### src/rtl/med_pkg.sv
// Package: shared types, constants and state encoding of the masked Euclidean distance block.
`default_nettype none
package med_pkg;

   localparam int ITEMS_MAX   = 4096;
   localparam int RATING_BITS = 8;

   localparam int RATING_W = 8;
   localparam int THRESH_W = 13;
   localparam int COUNT_W  = 13;
   localparam int DIST_W   = 23;
   localparam int SUM_W    = 28;
   localparam int SQ_W     = 2 * RATING_W;

   // Count saturates at the smaller of the item limit and the field maximum.
   localparam int COUNT_FIELD_MAX = (1 << COUNT_W) - 1;
   localparam int COUNT_CAP_INT   = (ITEMS_MAX < COUNT_FIELD_MAX) ? ITEMS_MAX : COUNT_FIELD_MAX;
   localparam logic [COUNT_W-1:0] COUNT_CAP = COUNT_CAP_INT[COUNT_W-1:0];

   localparam int RATING_USE = (RATING_BITS < RATING_W) ? RATING_BITS : RATING_W;
   localparam logic [RATING_W-1:0] RATING_MASK = RATING_W'((1 << RATING_USE) - 1);

   localparam logic [THRESH_W-1:0] THRESH_RESET = THRESH_W'(1);

   // Root of (sum << 16): 44-bit radicand, 22-bit root, two radicand bits per step.
   localparam int FRAC_BITS = 16;
   localparam int RAD_W     = SUM_W + FRAC_BITS;
   localparam int ROOT_W    = RAD_W / 2;
   localparam int REM_W     = ROOT_W + 2;
   localparam int ITER      = ROOT_W;
   localparam int ITER_W    = $clog2(ITER + 1);

   typedef struct packed {
      logic [RATING_W-1:0] rating_a;
      logic [RATING_W-1:0] rating_b;
      logic                last_item;
   } req_payload_type;

   typedef struct packed {
      logic [DIST_W-1:0]  distance;
      logic [COUNT_W-1:0] common_items;
      logic               enough_overlap;
   } rsp_payload_type;

   typedef struct packed {
      logic start;
   } sqrt_ctl_type;

   typedef struct packed {
      logic busy;
   } sqrt_stat_type;

   typedef enum logic {
      ST_ACCUM,
      ST_FINISH
   } state_type;

endpackage
`default_nettype wire

### src/rtl/med_accum.sv
// Accumulator: running sum of squared rating differences and co-rated item count.
`default_nettype none
module med_accum
   import med_pkg::*;
(
   input  wire logic                 clock,
   input  wire logic                 reset,
   input  wire logic                 accept,
   input  wire req_payload_type      item,
   output logic      [SUM_W-1:0]     sum_next,
   output logic      [COUNT_W-1:0]   count_next
);

   logic [SUM_W-1:0]   sum_ff,   sum_in;
   logic [COUNT_W-1:0] count_ff, count_in;

   logic [RATING_W-1:0] a, b, diff;
   logic [SQ_W-1:0]     sq;
   logic [SUM_W:0]      total;
   logic                both;

   always_comb begin
      a    = item.rating_a & RATING_MASK;
      b    = item.rating_b & RATING_MASK;
      both = (a != '0) && (b != '0);
      diff = (a > b) ? (a - b) : (b - a);
      sq   = SQ_W'(diff) * SQ_W'(diff);
      total = {1'b0, sum_ff} + (SUM_W + 1)'(sq);

      sum_next   = sum_ff;
      count_next = count_ff;
      if (both) begin
         // saturate at all ones
         sum_next = total[SUM_W] ? '1 : total[SUM_W-1:0];
         if (count_ff < COUNT_CAP) begin
            count_next = count_ff + COUNT_W'(1);
         end
      end
   end

   always_comb begin
      sum_in   = sum_ff;
      count_in = count_ff;
      if (accept) begin
         if (item.last_item) begin
            sum_in   = '0;
            count_in = '0;
         end else begin
            sum_in   = sum_next;
            count_in = count_next;
         end
      end
   end

   always_ff @(posedge clock) begin
      if (reset) begin
         sum_ff   <= '0;
         count_ff <= '0;
      end else begin
         sum_ff   <= sum_in;
         count_ff <= count_in;
      end
   end

endmodule
`default_nettype wire

### src/rtl/med_sqrt.sv
// Iterative square root: one compare and subtract per cycle, two radicand bits a step.
`default_nettype none
module med_sqrt
   import med_pkg::*;
(
   input  wire logic                clock,
   input  wire logic                reset,
   input  wire sqrt_ctl_type        ctl,
   input  wire logic    [SUM_W-1:0] sum,
   output sqrt_stat_type            stat,
   output logic         [ROOT_W-1:0] root
);

   logic [RAD_W-1:0]  rad_ff,  rad_in;
   logic [REM_W-1:0]  rem_ff,  rem_in;
   logic [ROOT_W-1:0] root_ff, root_in;
   logic [ITER_W-1:0] cnt_ff,  cnt_in;

   logic [REM_W+1:0] work, trial, diff;
   logic             fits;

   always_comb begin
      work  = {rem_ff, rad_ff[RAD_W-1 -: 2]};
      trial = (REM_W + 2)'({root_ff, 2'b01});
      diff  = work - trial;
      fits  = work >= trial;

      rad_in  = rad_ff;
      rem_in  = rem_ff;
      root_in = root_ff;
      cnt_in  = cnt_ff;
      if (ctl.start) begin
         rad_in  = {sum, FRAC_BITS'(0)};
         rem_in  = '0;
         root_in = '0;
         cnt_in  = ITER_W'(ITER);
      end else if (cnt_ff != '0) begin
         rad_in  = {rad_ff[RAD_W-3:0], 2'b00};
         rem_in  = fits ? diff[REM_W-1:0] : work[REM_W-1:0];
         root_in = {root_ff[ROOT_W-2:0], fits};
         cnt_in  = cnt_ff - ITER_W'(1);
      end
   end

   always_ff @(posedge clock) begin
      if (reset) begin
         cnt_ff <= '0;
      end else begin
         cnt_ff <= cnt_in;
      end
   end

   always_ff @(posedge clock) begin
      rad_ff  <= rad_in;
      rem_ff  <= rem_in;
      root_ff <= root_in;
   end

   assign stat.busy = (cnt_ff != '0);
   assign root      = root_ff;

   property p_start_busy;
      @(posedge clock) disable iff (reset) ctl.start |=> stat.busy;
   endproperty
   a_start_busy: assert property (p_start_busy)
      else $error("root unit not busy after start");

endmodule
`default_nettype wire

### src/rtl/masked_euclidean_distance_top.sv
// Top level: sequencer, threshold register and output register of the distance block.
//
// Usage
//   req_*  : one rating pair per transaction (rating_a, rating_b, last_item).
//            A rating of 0 means unrated; only pairs with both ratings nonzero
//            add their squared difference and count as a common item.
//   rsp_*  : one transaction per user pair, sent after its last item:
//            distance (unsigned Q15.8, truncated), common_items, enough_overlap.
//   csr_*  : threshold write, count must exceed it; takes effect on the next last item.
// Throughput
//   Non-last items are taken one per cycle. A last item with enough overlap
//   starts a 22-step root (one remainder compare/subtract per cycle in the
//   root unit); when the root is done and the output register is free, the
//   result is loaded into it. Without enough overlap the zero result is
//   loaded from the finish state once the register is free. req_ready is
//   low from the last item until its result sits in the output register.
// Stall
//   The output register holds a result while rsp_ready is low; new items are
//   still taken, but a finished root waits until the register frees up.
// Reset
//   Synchronous, active high: sums, counts and pending results clear, the
//   threshold returns to 1.
`default_nettype none
module masked_euclidean_distance_top
   import med_pkg::*;
(
   input  wire logic                 clock,
   input  wire logic                 reset,
   input  wire logic                 req_valid,
   output logic                      req_ready,
   input  wire req_payload_type      req_payload,
   output logic                      rsp_valid,
   input  wire logic                 rsp_ready,
   output rsp_payload_type           rsp_payload,
   input  wire logic                 csr_write_enable,
   input  wire logic  [THRESH_W-1:0] csr_write_data
);

   state_type state_ff, state_in;

   logic [THRESH_W-1:0] thresh_ff, thresh_in;
   logic                enough_ff, enough_in;
   logic [COUNT_W-1:0]  count_res_ff, count_res_in;
   logic                rsp_valid_ff, rsp_valid_in;
   rsp_payload_type     rsp_data_ff, rsp_data_in;

   logic [SUM_W-1:0]   sum_next;
   logic [COUNT_W-1:0] count_next;
   logic [ROOT_W-1:0]  root;
   sqrt_ctl_type       sqrt_ctl;
   sqrt_stat_type      sqrt_stat;

   logic accept, last_accept, out_free, finish_go, enough_now;

   med_accum u_accum (
      .clock      (clock),
      .reset      (reset),
      .accept     (accept),
      .item       (req_payload),
      .sum_next   (sum_next),
      .count_next (count_next)
   );

   med_sqrt u_sqrt (
      .clock (clock),
      .reset (reset),
      .ctl   (sqrt_ctl),
      .sum   (sum_next),
      .stat  (sqrt_stat),
      .root  (root)
   );

   // handshake and sequencing terms
   assign accept      = req_valid && req_ready;
   assign last_accept = accept && req_payload.last_item;
   assign out_free    = !rsp_valid_ff || rsp_ready;
   assign enough_now  = count_next > COUNT_W'(thresh_ff);
   assign finish_go   = (state_ff == ST_FINISH) && !sqrt_stat.busy && out_free;

   // next state
   always_comb begin
      state_in = state_ff;
      case (state_ff)
         ST_ACCUM: begin
            if (last_accept) begin
               state_in = ST_FINISH;
            end
         end
         ST_FINISH: begin
            if (finish_go) begin
               state_in = ST_ACCUM;
            end
         end
         default: state_in = ST_ACCUM;
      endcase
   end

   // state outputs
   always_comb begin
      req_ready      = 1'b0;
      sqrt_ctl.start = 1'b0;
      case (state_ff)
         ST_ACCUM: begin
            req_ready      = 1'b1;
            sqrt_ctl.start = last_accept && enough_now;
         end
         ST_FINISH: begin
            req_ready = 1'b0;
         end
         default: begin
            req_ready = 1'b0;
         end
      endcase
   end

   // pair result capture and output register
   always_comb begin
      thresh_in    = csr_write_enable ? csr_write_data : thresh_ff;
      enough_in    = last_accept ? enough_now : enough_ff;
      count_res_in = last_accept ? count_next : count_res_ff;

      rsp_data_in  = rsp_data_ff;
      rsp_valid_in = rsp_valid_ff && !rsp_ready;
      if (finish_go) begin
         rsp_valid_in               = 1'b1;
         rsp_data_in.distance       = enough_ff ? DIST_W'(root) : '0;
         rsp_data_in.common_items   = count_res_ff;
         rsp_data_in.enough_overlap = enough_ff;
      end
   end

   always_ff @(posedge clock) begin
      if (reset) begin
         state_ff     <= ST_ACCUM;
         thresh_ff    <= THRESH_RESET;
         rsp_valid_ff <= 1'b0;
      end else begin
         state_ff     <= state_in;
         thresh_ff    <= thresh_in;
         rsp_valid_ff <= rsp_valid_in;
      end
   end

   always_ff @(posedge clock) begin
      enough_ff    <= enough_in;
      count_res_ff <= count_res_in;
      rsp_data_ff  <= rsp_data_in;
   end

   assign rsp_valid   = rsp_valid_ff;
   assign rsp_payload = rsp_data_ff;

   // checks
   property p_zero_when_short;
      @(posedge clock) disable iff (reset)
         (rsp_valid && !rsp_payload.enough_overlap) |-> (rsp_payload.distance == '0);
   endproperty
   a_zero_when_short: assert property (p_zero_when_short)
      else $error("nonzero distance without enough overlap");

   property p_last_blocks;
      @(posedge clock) disable iff (reset)
         (req_valid && req_ready && req_payload.last_item) |=> !req_ready;
   endproperty
   a_last_blocks: assert property (p_last_blocks)
      else $error("input taken right after a last item");

   property p_busy_not_ready;
      @(posedge clock) disable iff (reset) sqrt_stat.busy |-> !req_ready;
   endproperty
   a_busy_not_ready: assert property (p_busy_not_ready)
      else $error("input ready while root in progress");

   property p_result_held;
      @(posedge clock) disable iff (reset)
         (rsp_valid && !rsp_ready) |=> (rsp_valid && $stable(rsp_payload));
   endproperty
   a_result_held: assert property (p_result_held)
      else $error("stalled result dropped or changed");

endmodule
`default_nettype wire
### config.mk
export PLATFORM = sky130hd
export DESIGN_NAME = masked_euclidean_distance_top
export DESIGN_NICKNAME = d
export VERILOG_FILES = /design/src/rtl/med_pkg.sv /design/src/rtl/med_accum.sv /design/src/rtl/med_sqrt.sv /design/src/rtl/masked_euclidean_distance_top.sv
export SDC_FILE = /design/constraint.sdc
export NUM_CORES = 1
export LEC_CHECK = 0
export BUFFER_PORTS_ARGS = -buffer_cell sky130_fd_sc_hd__buf_2
export CAP_MARGIN = 40
export CORE_UTILIZATION = 60
export CTS_CLUSTER_DIAMETER = 40
export CTS_CLUSTER_SIZE = 14
export DETAILED_ROUTE_END_ITERATION = 10
export MAX_ROUTING_LAYER = met4
export PLACE_DENSITY = 0.79
export SLEW_MARGIN = 20
export SYNTH_ARGS = -nofsm -noshare
export SYNTH_HDL_FRONTEND = slang
export SYNTH_HIERARCHICAL = 1
export SYNTH_SLANG_ARGS = --single-unit
### constraint.sdc
create_clock -name clock -period 11.5 [get_ports clock]
set_clock_uncertainty 0.2 [all_clocks]
set_input_delay 1.15 -clock clock [delete_from_list [all_inputs] [get_ports clock]]
set_output_delay 1.15 -clock clock [all_outputs]
set_load 0.005 [all_outputs]
==> impl_metrics.py, run 1 <==
metrics = {
    "layout": {
        "syn_to_final_growth_pct": 9.368,
        "final_cell_mix": "144 x inv_1, 116 x nand2_1, 108 x nor2_1",
        "layout-drive-gt1-share_pct": 14.48,
        "regArea_um2": 4484,
        "fill_cells": 1685,
        "multi_input_area_um2": 7531,
        "final_common_cell": "inv_1",
        "antenna_cells": 0,
        "nets": 1617,
    },
    "logic_synthesis": {
        "seq_area_frac_synth_pct": 34.94,
        "synthDistinctLibCells": 96,
        "synth_top_area_cell": "edfxtp_1",
        "async_flop_share_pct": 0,
        "synthCells": 1404,
        "synth_area_um2": 12840,
        "ys_top_cells_by_area": "edfxtp_1 18%, dfxtp_1 17%, ha_1 9.7%",
        "synth_top_area_share_pct": 18.25,
        "syn-num-nets": 1577,
        "synth_ff_type": "dfxtp_1",
        "synth.avg_cell_area_um2": 9.142,
        "synth-edff-count": 78,
        "ys_warn_count": 6,
        "ys_ff_latch": 185,
    },
    "floorplan": {
        "die_w_um": 148.3,
        "core-area_um2": 21020,
        "pin_count": 74,
        "initial_core_util_pct": 61.06,
        "rows": 53,
        "die_h_um": 148.3,
        "die-area_um2": 21980,
    },
    "place": {
        "finalWeightedCongestion": 0.9845,
        "place_hpwl_mm": 22.05,
        "portBuffers": 72,
    },
    "clock_tree": {
        "clock_latency_ns": 0.44,
        "ctsResizeCount": 0,
        "htree_levels": 4,
        "cts_root_buffer": "clkbuf_16",
        "postCtsSetupRepairBufs": 0,
        "cts_tree": "built",
        "path_clk_slew_ns": 0.08,
        "cts_hold_repair.buffers": 0,
        "cts_sinks": 185,
        "cts_buffer_depth": 2,
        "numCtsBuffers": 17,
    },
    "critical_path": {
        "critPathMaxStageDelay_ns": 0.68,
        "cp.depth": 26,
        "worstRegToRegCells": 17,
        "crit_family": "adder cells",
        "worstSetupEndpointType": "flip-flop",
        "worstPathRequired_ns": 11.48,
        "crit_arrival_ns": 8.36,
        "cp_max_fo": 13,
        "startpoint_type": "primary input",
        "crit_buf_inv": 5,
        "crit_type": "primary input to flip-flop",
        "critPathSlowestCell": "o41ai_1",
    },
    "global_route": {
        "grt_max_degree": 74,
        "grt_overflow": 0,
        "grt_first_pass_wirelength_mm": 49.38,
        "antenna_found_initial": 0,
        "grt_pass1_vias": 9909,
        "grt.total_usage_pct": 28.97,
    },
    "timing": {
        "fin_crit_sh_pct": 72.87,
        "worst_pin_slew_ns": 0.8908,
        "fin_setup_tns_ns": 0,
        "rsz0062_at_grt": "false",
        "slew_violations": 0,
        "relSlewSlack_pct": 40.40,
        "hold_viol_final": 0,
        "fmax_mhz": 119.3,
        "finalSetupViolCount": 0,
        "period_needed_ns": 8.380,
    },
    "route": {
        "antenna_left": 0,
        "first_pass_iters": 6,
        "route.vias.total": 10532,
        "drcViolationCount": 0,
        "wl_per_cell_um": 17.30,
        "drtIter0Drc": 961,
        "drt-total-wl_mm": 29.96,
        "routed_via_density": 6.081,
    },
    "status": {
        "status": "finished clean",
    },
    "flow_run": {
        "maxCapViolations": 0,
    },
    "min_path": {
        "min_path_type": "flip-flop to flip-flop",
        "min_path_cells": 0,
    },
}
## cell usage after synthesis (all sizes together), types with 13 or more instances
cell and count:
and2 36, a211oi 13, xnor2 37, o21ai 66
a31oi 24, nor2 113, a21o 15, nand2 117
inv 147, buf 21, a21oi 108, dfxtp 107
clkbuf 44, mux2 29, mux2i 20, nand3 37
a311oi 17, fa 39, nand4 15, nor3 26
edfxtp 78, xor2 17, ha 99
## path summary, 6_finish.rpt
path                                  start                     endpoint  slack [ns]
max                          req_payload[7]  u_sqrt/rad_ff[42]$_DFFE_PP_        3.12
min               count_res_ff[5]$_DFFE_PP_     rsp_payload[6]$_DFFE_PP_        0.23
max reg2reg  u_accum/sum_ff[7]$_SDFFE_PP0P_  u_sqrt/rad_ff[42]$_DFFE_PP_        5.93
min reg2reg       count_res_ff[5]$_DFFE_PP_     rsp_payload[6]$_DFFE_PP_        0.23
## layer usage
metal	global-route usage [%]	share of wire, %	up-vias
met4	9.021	1.9	0
met3	4.601	6.3	45
li1	-	-	5073
met5	-	0	-
met1	39.06	45	5034
met2	44.72	47	380
## cells by family after synthesis
logic type / count (synthesis) / share of synthesized area (%)
compound gates: 339 / 18.14
xor+xnor: 54 / 3.743
fa+ha+maj: 138 / 15.73
buf+inv: 212 / 6.580
flops: 185 / 34.94
mux: 49 / 4.201
other cells: 1 / 0.02921
simple gates: 426 / 16.64
## layout make-up
cell class | instances | area share (%)
inverter | 147 | 3.930
multi-input combinational | 1007 | 53.65
tap | 275 | 2.451
timing repair buffer | 86 | 3.538
sequential | 185 | 31.94
clock inverter | 15 | 1.462
clock buffer | 17 | 3.030
## per-stage QoR
step           area (µm²)  std cells  hold slack, ns  setup WS, ns  util [%]
2_1_floorplan       12840       1404          0.2003         3.789         -
3_3_place_gp        13350       1696          0.2010         2.905     63.49
3_5_place_dp        13380       1699          0.2079         2.842     63.65
4_1_cts             14010       1731          0.2274         3.275     66.65
5_1_grt             14040       1732          0.2296         2.701     66.78
6_report            14040       1732          0.2259         3.120     66.78
## state kept, by name, summed over array words and instances, names as in the netlist
name	flops
u_sqrt/cnt_ff	5
u_sqrt/root	22
state_ff	1
u_accum/sum_ff	28
count_res_ff	13
u_sqrt/rem_ff	24
rsp_payload	36
u_sqrt/rad_ff	28
u_accum/count_ff	13
thresh_ff	13
enough_ff	1
rsp_valid	1
Power of run 1 is not shown: default switching activity piles up to over one toggle a cycle in this logic, so the estimate is an artifact.
==> run 2, diff against run 1 <==
Clock period 11.5 ns to 8.55 ns, I/O delays scaled along.
==> impl_metrics.py, run 2 (same netlist as run 1, synthesis figures left out) <==
metrics = {
    "min_path": {
        "min_to": "rsp_payload[7]$_DFFE_PP_",
        "hp-start": "count_res_ff[6]$_DFFE_PP_",
        "min_path_cells": 0,
        "min_path_type": "flip-flop to flip-flop",
    },
    "critical_path": {
        "rrSetupSlack_ns": 3.06,
        "r2r_start": "u_accum/sum_ff[7]$_SDFFE_PP0P_",
        "cp_max_fo": 10,
        "crit_arrival_ns": 8.00,
        "worstPathRequired_ns": 8.53,
        "timing.rr.end": "u_sqrt/rad_ff[42]$_DFFE_PP_",
        "crit_path_start": "req_payload[6]",
        "critPathMaxStageDelay_ns": 0.65,
        "critPathSlowestCell": "o41ai_1",
        "crit_type": "primary input to flip-flop",
        "startpoint_type": "primary input",
        "worstSetupEndpointType": "flip-flop",
        "crit_path_frequent_cell": "fa_1",
        "worstRegToRegCells": 17,
    },
    "floorplan": {
        "initial_core_util_pct": 61.06,
        "die_h_um": 148.3,
        "rows": 53,
        "die-area_um2": 21980,
        "pin_count": 74,
        "core-area_um2": 21020,
        "die_w_um": 148.3,
    },
    "timing": {
        "hold_viol_final": 0,
        "fin_crit_sh_pct": 93.80,
        "worst_pin_slew_ns": 0.9009,
        "fmax_mhz": 124.7,
        "rsz0062_at_grt": "false",
        "hold_ws_ns": 0.2228,
        "finalSetupViolCount": 0,
        "period_needed_ns": 8.020,
        "slew_violations": 0,
        "relSlewSlack_pct": 39.72,
        "fin_setup_tns_ns": 0,
    },
    "global_route": {
        "grt.total_usage_pct": 29.30,
        "grt_first_pass_wirelength_mm": 49.80,
        "grt_max_degree": 73,
        "antenna_found_initial": 0,
        "grt_pass1_vias": 9930,
        "grt_overflow": 0,
    },
    "layout": {
        "multi_input_area_um2": 7531,
        "layout-drive-gt1-share_pct": 14.66,
        "nets": 1620,
        "syn_to_final_growth_pct": 9.611,
        "final_util_pct": 66.93,
        "largest_reg_flops": 36,
        "fill_cells": 1662,
        "final_common_cell": "inv_1",
        "final_cell_mix": "144 x inv_1, 116 x nand2_1, 108 x nor2_1",
        "regArea_um2": 4484,
        "antenna_cells": 0,
    },
    "place": {
        "portBuffers": 72,
        "place_hpwl_mm": 22.27,
        "finalWeightedCongestion": 0.9938,
    },
    "route": {
        "drcViolationCount": 0,
        "drtIter0Drc": 718,
        "first_pass_iters": 5,
        "antenna_left": 0,
        "routed_via_density": 6.062,
        "route.vias.total": 10518,
        "wl_per_cell_um": 17.52,
        "drt-total-wl_mm": 30.40,
    },
    "clock_tree": {
        "clock_latency_ns": 0.43,
        "postCtsSetupRepairBufs": 0,
        "cts_buffer_depth": 2,
        "cts_root_buffer": "clkbuf_16",
        "cts_sinks": 185,
        "cts_hold_repair.buffers": 0,
        "ctsResizeCount": 0,
        "path_clk_slew_ns": 0.08,
        "numCtsBuffers": 17,
        "htree_levels": 4,
        "cts_tree": "built",
    },
    "flow_run": {
        "maxCapViolations": 0,
    },
    "status": {
        "status": "finished clean",
    },
}
run 2: area by class of cell:
cell class	count	share of cell area, %
Inverter	147	3.922
Multi-Input combinational cell	1007	53.53
Clock inverter	15	1.574
Tap cell	275	2.446
Sequential cell	185	31.87
Clock buffer	17	3.024
Timing Repair Buffer	89	3.637
run 2: worst max-delay path by stage:
stage | end | depth (start not counted)
finish | u_sqrt/rad_ff[42]$_DFFE_PP_ | 25
global route | u_sqrt/rad_ff[42]$_DFFE_PP_ | 25
CTS | u_sqrt/rad_ff[42]$_DFFE_PP_ | 25
detailed placement | u_sqrt/rad_ff[42]$_DFFE_PP_ | 25
global placement | u_sqrt/rad_ff[42]$_DFFE_PP_ | 26
floorplan | u_sqrt/rad_ff[22]$_DFFE_PP_ | 25
run 2: metrics by stage:
stage          worst slack [ns]  instance area, µm²  std cells
5_1_grt                  0.1621               14070       1735
2_1_floorplan             1.134               12840       1404
3_5_place_dp             0.2674               13420       1703
6_report                 0.5301               14070       1735
3_3_place_gp             0.3721               13380       1701
4_1_cts                  0.6890               14070       1735
run 2: layer usage:
metal	GRT usage, %	part of all wire, %	up-vias
li1	-	-	5080
met1	39.08	45	5027
met2	45.61	46	363
met3	4.110	5.9	48
met4	10.36	2.5	0
met5	-	0	-
run 2: critical path, delay by kind of cell:
| family | cells | cell delay, ns |
|---|---|---|
| and+or+nand+nor | 6 | 1.67 |
| adders and majority gates | 6 | 2.95 |
| buffers and inverters | 4 | 0.24 |
| AOI/OAI and AO/OA | 8 | 2.00 |
| muxes | 1 | 0.27 |
Power of run 2 is left out for the same reason.
